--- src/rtl/foiq_pkg.sv ---
`timescale 1ns / 1ps

package foiq_pkg;

  localparam int FRAME_W    = 32;
  localparam int WORD_W     = 16;
  localparam int IN_DATA_W  = 80;
  localparam int IN_USER_W  = 2;
  localparam int OUT_DATA_W = 32;
  localparam int OUT_USER_W = 2;

  // in_tdata field positions
  localparam int IN_FRAME_LSB  = 0;
  localparam int IN_SEED_LSB   = 32;
  localparam int IN_LAST_LSB   = 48;
  localparam int IN_REPLAY_LSB = 64;

  // tuser bit positions
  localparam int IN_OPCODE_BIT   = 0;
  localparam int IN_SIDE_BIT     = 1;
  localparam int OUT_PRED_BIT    = 0;
  localparam int OUT_DROPPED_BIT = 1;

  localparam logic OP_INSERT = 1'b0;
  localparam logic OP_POP    = 1'b1;

  typedef struct packed {
    logic [FRAME_W-1:0] frame;
    logic [WORD_W-1:0]  word;
    logic [WORD_W-1:0]  seed;
    logic               predicted;
  } entry_t;

  // command broadcast to every cell of one queue
  typedef struct packed {
    logic   ins;
    logic   pop;
    entry_t new_entry;
  } ctl_t;

  // ripple between neighboring cells
  typedef struct packed {
    logic found;
    logic shift;
  } link_t;

endpackage

--- src/rtl/foiq_cell.sv ---
`timescale 1ns / 1ps

module foiq_cell (
  input  logic            clk,
  input  logic            rst_n,
  input  foiq_pkg::ctl_t  ctl,
  input  foiq_pkg::entry_t prev_entry,
  input  foiq_pkg::entry_t next_entry,
  input  foiq_pkg::link_t link_in,
  output foiq_pkg::link_t link_out,
  output foiq_pkg::entry_t entry
);

  foiq_pkg::entry_t entry_r;
  foiq_pkg::entry_t entry_nxt;
  logic             occupied;
  logic             later;
  logic             is_slot;

  assign occupied = (entry_r.frame != '0);
  assign later    = $signed(entry_r.frame) > $signed(ctl.new_entry.frame);
  assign is_slot  = (!occupied || later) && !link_in.found;

  assign link_out.found = link_in.found || !occupied || later;
  assign link_out.shift = link_in.shift || (is_slot && occupied);

  always_comb begin
    entry_nxt = entry_r;
    if (ctl.ins) begin
      if (is_slot) begin
        entry_nxt = ctl.new_entry;
      end else if (link_in.shift) begin
        entry_nxt = prev_entry;
      end
    end else if (ctl.pop) begin
      entry_nxt = next_entry;
    end
  end

  always_ff @(posedge clk) begin
    if (!rst_n) begin
      entry_r <= '0;
    end else begin
      entry_r <= entry_nxt;
    end
  end

  assign entry = entry_r;

endmodule

--- src/rtl/foiq_queue.sv ---
`timescale 1ns / 1ps

module foiq_queue #(
  parameter int QUEUE_DEPTH = 10
) (
  input  logic             clk,
  input  logic             rst_n,
  input  foiq_pkg::ctl_t   ctl,
  output foiq_pkg::entry_t head,
  output logic             no_slot
);

  foiq_pkg::entry_t entries [QUEUE_DEPTH];
  foiq_pkg::link_t  links   [QUEUE_DEPTH+1];

  assign links[0] = '0;

  for (genvar k = 0; k < QUEUE_DEPTH; k++) begin : g_cell
    foiq_pkg::entry_t prev_e;
    foiq_pkg::entry_t next_e;

    // head never shifts in; tail keeps its value on pop
    if (k == 0) begin : g_first
      assign prev_e = ctl.new_entry;
    end else begin : g_mid_prev
      assign prev_e = entries[k-1];
    end
    if (k == QUEUE_DEPTH-1) begin : g_last
      assign next_e = entries[k];
    end else begin : g_mid_next
      assign next_e = entries[k+1];
    end

    foiq_cell u_cell (
      .clk        (clk),
      .rst_n      (rst_n),
      .ctl        (ctl),
      .prev_entry (prev_e),
      .next_entry (next_e),
      .link_in    (links[k]),
      .link_out   (links[k+1]),
      .entry      (entries[k])
    );
  end

  assign head    = entries[0];
  assign no_slot = !links[QUEUE_DEPTH].found;

endmodule

--- src/rtl/frame_ordered_input_queue_core.sv ---
`timescale 1ns / 1ps

// Frame-ordered input queue: SIDE_COUNT independent queues of QUEUE_DEPTH
// entries, each entry a cell in a shift chain.
// Input beat (in_*): in_tuser selects the operation and the queue. An insert
// places a predicted entry in signed frame order; later entries move back one
// cell and the tail falls off. A pop returns the head and moves the rest
// forward. A side not below SIDE_COUNT leaves the queues alone.
// Result beat (out_*): exactly one per input beat, in order. Pop gives the
// head seed, mark and input word (the replay word when the head is
// predicted); insert gives zeros, with the dropped flag set when every entry
// holds an earlier or equal frame.
// The result beat is registered, and one beat is taken every cycle while the
// receiver does not stall. The cycle is set by the compare and the found/shift ripple
// through the cell chain of the addressed queue.
// Reset clears every entry to frame 0 (empty) and drops any pending result.
// While the receiver stalls, the result register holds and in_tready is low;
// the beat after a taken result is accepted in the same cycle.
module frame_ordered_input_queue_core #(
  parameter int QUEUE_DEPTH = 10,
  parameter int SIDE_COUNT  = 2
) (
  input  logic                              clk,
  input  logic                              rst_n,
  input  logic                              in_tvalid,
  output logic                              in_tready,
  // frame_number[31:0], seed_value, last_received_input, replay_input
  input  logic [foiq_pkg::IN_DATA_W-1:0]    in_tdata,
  // opcode, side
  input  logic [foiq_pkg::IN_USER_W-1:0]    in_tuser,
  output logic                              out_tvalid,
  input  logic                              out_tready,
  // popped_input, popped_seed
  output logic [foiq_pkg::OUT_DATA_W-1:0]   out_tdata,
  // popped_predicted, insert_dropped
  output logic [foiq_pkg::OUT_USER_W-1:0]   out_tuser
);

  logic                               in_accept;
  logic                               opcode;
  logic                               side;
  logic [foiq_pkg::FRAME_W-1:0]       frame_number;
  logic [foiq_pkg::WORD_W-1:0]        seed_value;
  logic [foiq_pkg::WORD_W-1:0]        last_received_input;
  logic [foiq_pkg::WORD_W-1:0]        replay_input;

  foiq_pkg::ctl_t                     ctl   [SIDE_COUNT];
  foiq_pkg::entry_t                   heads [SIDE_COUNT];
  logic [SIDE_COUNT-1:0]              no_slot;
  logic [SIDE_COUNT-1:0]              side_hit;

  logic                               out_valid_r;
  logic                               out_valid_nxt;
  logic [foiq_pkg::OUT_DATA_W-1:0]    out_data_r;
  logic [foiq_pkg::OUT_DATA_W-1:0]    out_data_nxt;
  logic [foiq_pkg::OUT_USER_W-1:0]    out_user_r;
  logic [foiq_pkg::OUT_USER_W-1:0]    out_user_nxt;

  assign in_tready = !out_valid_r || out_tready;
  assign in_accept = in_tvalid && in_tready;

  assign opcode              = in_tuser[foiq_pkg::IN_OPCODE_BIT];
  assign side                = in_tuser[foiq_pkg::IN_SIDE_BIT];
  assign frame_number        = in_tdata[foiq_pkg::IN_FRAME_LSB +: foiq_pkg::FRAME_W];
  assign seed_value          = in_tdata[foiq_pkg::IN_SEED_LSB +: foiq_pkg::WORD_W];
  assign last_received_input = in_tdata[foiq_pkg::IN_LAST_LSB +: foiq_pkg::WORD_W];
  assign replay_input        = in_tdata[foiq_pkg::IN_REPLAY_LSB +: foiq_pkg::WORD_W];

  for (genvar s = 0; s < SIDE_COUNT; s++) begin : g_side
    assign side_hit[s]                = (32'(side) == 32'(s));
    assign ctl[s].ins                 = in_accept && side_hit[s] && (opcode == foiq_pkg::OP_INSERT);
    assign ctl[s].pop                 = in_accept && side_hit[s] && (opcode == foiq_pkg::OP_POP);
    assign ctl[s].new_entry.frame     = frame_number;
    assign ctl[s].new_entry.word      = last_received_input;
    assign ctl[s].new_entry.seed      = seed_value;
    assign ctl[s].new_entry.predicted = 1'b1;

    foiq_queue #(
      .QUEUE_DEPTH (QUEUE_DEPTH)
    ) u_queue (
      .clk     (clk),
      .rst_n   (rst_n),
      .ctl     (ctl[s]),
      .head    (heads[s]),
      .no_slot (no_slot[s])
    );
  end

  always_comb begin
    out_valid_nxt = out_valid_r;
    out_data_nxt  = out_data_r;
    out_user_nxt  = out_user_r;
    if (out_valid_r && out_tready) begin
      out_valid_nxt = 1'b0;
    end
    if (in_accept) begin
      out_valid_nxt = 1'b1;
      out_data_nxt  = '0;
      out_user_nxt  = '0;
      for (int s = 0; s < SIDE_COUNT; s++) begin
        if (side_hit[s]) begin
          if (opcode == foiq_pkg::OP_POP) begin
            out_data_nxt[foiq_pkg::WORD_W-1:0] = heads[s].predicted ?
                                                 replay_input : heads[s].word;
            out_data_nxt[foiq_pkg::OUT_DATA_W-1:foiq_pkg::WORD_W] = heads[s].seed;
            out_user_nxt[foiq_pkg::OUT_PRED_BIT] = heads[s].predicted;
          end else begin
            out_user_nxt[foiq_pkg::OUT_DROPPED_BIT] = no_slot[s];
          end
        end
      end
    end
  end

  always_ff @(posedge clk) begin
    if (!rst_n) begin
      out_valid_r <= 1'b0;
    end else begin
      out_valid_r <= out_valid_nxt;
    end
  end

  always_ff @(posedge clk) begin
    out_data_r <= out_data_nxt;
    out_user_r <= out_user_nxt;
  end

  assign out_tvalid = out_valid_r;
  assign out_tdata  = out_data_r;
  assign out_tuser  = out_user_r;

`ifndef SYNTHESIS
  a_pop_never_drops: assert property (@(posedge clk) disable iff (!rst_n)
    in_accept && (opcode == foiq_pkg::OP_POP) |=> !out_tuser[foiq_pkg::OUT_DROPPED_BIT])
    else $error("pop beat reported a dropped insert");

  a_insert_zero_payload: assert property (@(posedge clk) disable iff (!rst_n)
    in_accept && (opcode == foiq_pkg::OP_INSERT)
      |=> (out_tdata == '0) && !out_tuser[foiq_pkg::OUT_PRED_BIT])
    else $error("insert beat carried pop payload");

  a_result_follows_accept: assert property (@(posedge clk) disable iff (!rst_n)
    $rose(out_valid_r) |-> $past(in_accept))
    else $error("result appeared without an accepted beat");
`endif

endmodule
--- config.mk ---
export PLATFORM = sky130hd
export DESIGN_NAME = frame_ordered_input_queue_core
export DESIGN_NICKNAME = d
export VERILOG_FILES = /design/src/rtl/foiq_pkg.sv /design/src/rtl/foiq_cell.sv /design/src/rtl/foiq_queue.sv /design/src/rtl/frame_ordered_input_queue_core.sv
export SDC_FILE = /design/constraint.sdc
export NUM_CORES = 2
export LEC_CHECK = 0
export CELL_PAD_IN_SITES_DETAIL_PLACEMENT = 1
export CELL_PAD_IN_SITES_GLOBAL_PLACEMENT = 2
export CORE_UTILIZATION = 40
export CTS_CLUSTER_SIZE = 25
export DETAILED_ROUTE_END_ITERATION = 6
export DONT_BUFFER_PORTS = 1
export PLACE_DENSITY = 0.8
export SYNTH_ARGS = -nofsm -noshare
export SYNTH_HDL_FRONTEND = slang
export SYNTH_SLANG_ARGS = --single-unit
--- constraint.sdc ---
create_clock -name clk -period 5.35 [get_ports clk]
set_input_delay 0 -clock clk [delete_from_list [all_inputs] [get_ports clk]]
set_output_delay 0 -clock clk [all_outputs]
set_load 0.05 [all_outputs]
==> impl_metrics.ini <==
[logic_synthesis]
synth_top_cell_by_area = dfxtp_1
syn_avg_cell_area_um2 = 8.23
ys_types = 77
syn-num-nets = 10998
yosysTopAreaCellShare_pct = 30.8
syn-cell-area_um2 = 84500
synth_warnings = 0
ys.flop_type = dfxtp_1
synth_area_leaders = dfxtp_1 31%, ha_1 9.5%, mux2i_1 8.9%
ys_top_cells_by_count = 1301 x dfxtp_1, 1277 x nor2_1, 1155 x a21oi_1
synth_cells = 10272
ys_ff_latch = 1335
synth_edf_count = 34
synth_most_common_cell = dfxtp_1
seq_area_frac_synth_pct = 32.0
async_flop_share_pct = 0

[timing]
fin_ws_ns = -0.154
finalClockSkew_ns = 0.0649
setup_violations = 15
whs_ns = -0.430
relSlewSlack_pct = -14.3
max_freq_ghz = 0.182
fin_setup_tns_ns = -0.856
worst_pin_slew_ns = 1.72
final-max-slew-violation-count = 139
post-route-period-util_pct = 103
hold_viol_final = 115
period_minus_slack_ns = 5.50

[final_layout]
final_area_um2 = 102000
finalNetCount = 11250
finish.utilization_pct = 48.4
nFillCells = 24416
syn2layout_area_growth_pct = 20.2
final_layout_size_suffix_gt1_share_pct = 9.33

[min_path]
hold_path_class = input pin to flop
hold_path_startpoint = rst_n
holdPathStages = 2

[critical_path]
ff2ff_path_depth = 15
worstSetupEndpointType = flop
cp.required_ns = 6.17
worst-path-max-fanout = 40
critPathLaunch = in_tdata[12]
arrival_ns = 6.33
path_class = input pin to flop
cp-start-kind = input pin
worstReg2RegStart = g_side[1].u_queue.g_cell[0].u_cell.entry[41]

[clock_network]
clock_latency_ns = 0.89
cts_sinks = 1335
clk_pin_slew_ns = 0.06
cts_buffers = 166
cts_tree = yes
htree_levels = 4
clockRootBuffer = clkbuf_16
cts.path.max_buffers = 3

[pwr]
clockPowerShare_pct = 37.8
leakage_nw = 38.1
p_per_area_nw_per_um2 = 299
switching_power_mw = 10.3
peakVddDrop_mv = 0.355
combPwrFrac_pct = 23.3
switching_share_pct = 33.9
p_int_mw = 20.1
seq_power_share_pct = 38.8

[placed_design]
port_buffers = 0
dp_hpwl_um = 242000
place.gp.congestion = 0.924
placed_area_um2 = 88300
pre_cts_ws_ns = 0.419

[floorplan]
num_io_pins = 122
core_um2 = 210000
die_y_um = 462
chipWidth_um = 462
fp-row-count = 168
dieArea_um2 = 213000
start_util_pct = 40.3

[routing]
drt_iter0_markers = 8058
m1WireLength_um = 168000
wl_met3_um = 30900
ant_nets = 0
drc = 0
wl_met2_um = 168000
vias_per_cell = 6.54
drt_pass1_iterations = 6
vias = 88024
totalWireLength_um = 384000
top_layer = met5
wire_per_inst_um = 28.5

[global_routing]
grt_pass1_wl_um = 569000
grt_usage_pct = 34.7
grt.overflow.total = 0
grt_max_degree = 1050
antenna_found_initial = 23
grt_pass1_vias = 87932

[status]
violations = hold timing, slew limit, setup timing
status = finished, violations left

[run]
drv_cap = 0
==> cell usage in the layout (no fill, tap or decap), drive strengths merged, types with 290 or more instances in the layout <==
cell and count:
nand2 587, nor2 1277, mux2i 752, a21oi 1155
buf 362, a211oi 471, o21ai 683, ha 640
o211ai 290, dlygate4sd3 704, dfxtp 1301
==> logic make-up after synthesis <==
| kind of cell | synth area share (%) |
|---|---|
| AO/OA/AOI/OAI | 27.1 |
| adder cells (fa/ha/maj) | 9.48 |
| buffers and inverters | 5.21 |
| flip-flops | 32.0 |
| multiplexers | 12.2 |
| AND/OR/NAND/NOR | 14.0 |
==> power groups by stage <==
stage / combinational, mW / sequential, mW / clock, mW
3_3_place_gp: 5.70 / 11.9 / 0
4_1_cts: 6.68 / 11.8 / 11.6
6_report: 7.10 / 11.8 / 11.5
2_1_floorplan: 4.24 / 11.5 / 0
5_1_grt: 7.58 / 11.9 / 12.0
3_5_place_dp: 5.95 / 12.0 / 0
==> cell type report <==
type / count / area (µm²) / share of cell area (%)
repair buffers: 1073 / 11600 / 11.5
multi-input cells: 7826 / 53400 / 52.6
clock buffers: 245 / 4750 / 4.68
clock inverters: 43 / 643 / 0.633
well taps: 2805 / 3510 / 3.46
flip-flops and latches: 1335 / 27100 / 26.7
inverters: 122 / 470 / 0.463
diodes: 19 / 47.5 / 0.0468
==> flip-flops by register name, summed over array words and instances (netlist names) <==
signal / cells
out_tvalid: 1
out_tdata: 32
out_tuser: 2
g_side.u_queue.g_cell.u_cell.entry: 1300
==> final timing paths <==
path | endpoint | slack (ns)
setup / recovery | g_side[1].u_queue.g_cell[6].u_cell.entry[32] | -0.15
hold / removal | g_side[0].u_queue.g_cell[5].u_cell.entry[17] | -0.43
setup reg to reg | g_side[1].u_queue.g_cell[6].u_cell.entry[32] | 0.02
hold reg to reg | g_side[1].u_queue.g_cell[8].u_cell.entry[13] | 0.48
==> metrics by stage <==
stage | hold slack (ns) | instances | total power, mW
2_1_floorplan | 0.129 | 10272 | 15.8
3_3_place_gp | 0.132 | 12420 | 17.6
3_5_place_dp | 0.139 | 12420 | 17.9
4_1_cts | -0.661 | 13364 | 30.0
5_1_grt | -0.524 | 13456 | 31.5
6_report | -0.430 | 13468 | 30.4
==> layer usage <==
metal	GRT usage [%]	vias up
met1	47.4	44910
li1	-	39025
met5	0	-
met2	53.2	3288
met3	6.94	789
met4	14.0	12
==> repair_timing <==
action,4_1_cts,5_1_grt
setup endpoints to repair,0,613
hold buffers,656,80
setup buffers,0,0
gates resized for setup,0,13
endpoints found under the hold margin,1311,469
==> worst max-delay path: stages <==
cell and delay [ns]:
dlymetal6s2s_1 0.80, inv_1 0.49, ha_1 0.43, nand4_1 0.12, nor4_1 0.79, and4_1 0.47, nand2_1 0.13, o211a_1 0.19
or4_4 0.58, or3_4 0.44, o211ai_2 0.24, buf_4 0.17, o31a_2 0.28, buf_12 0.24, o21ai_0 0.13, a21oi_1 0.20
dlygate4sd3_1 0.57
No activity file was read; power rests on OpenSTA's default activity.
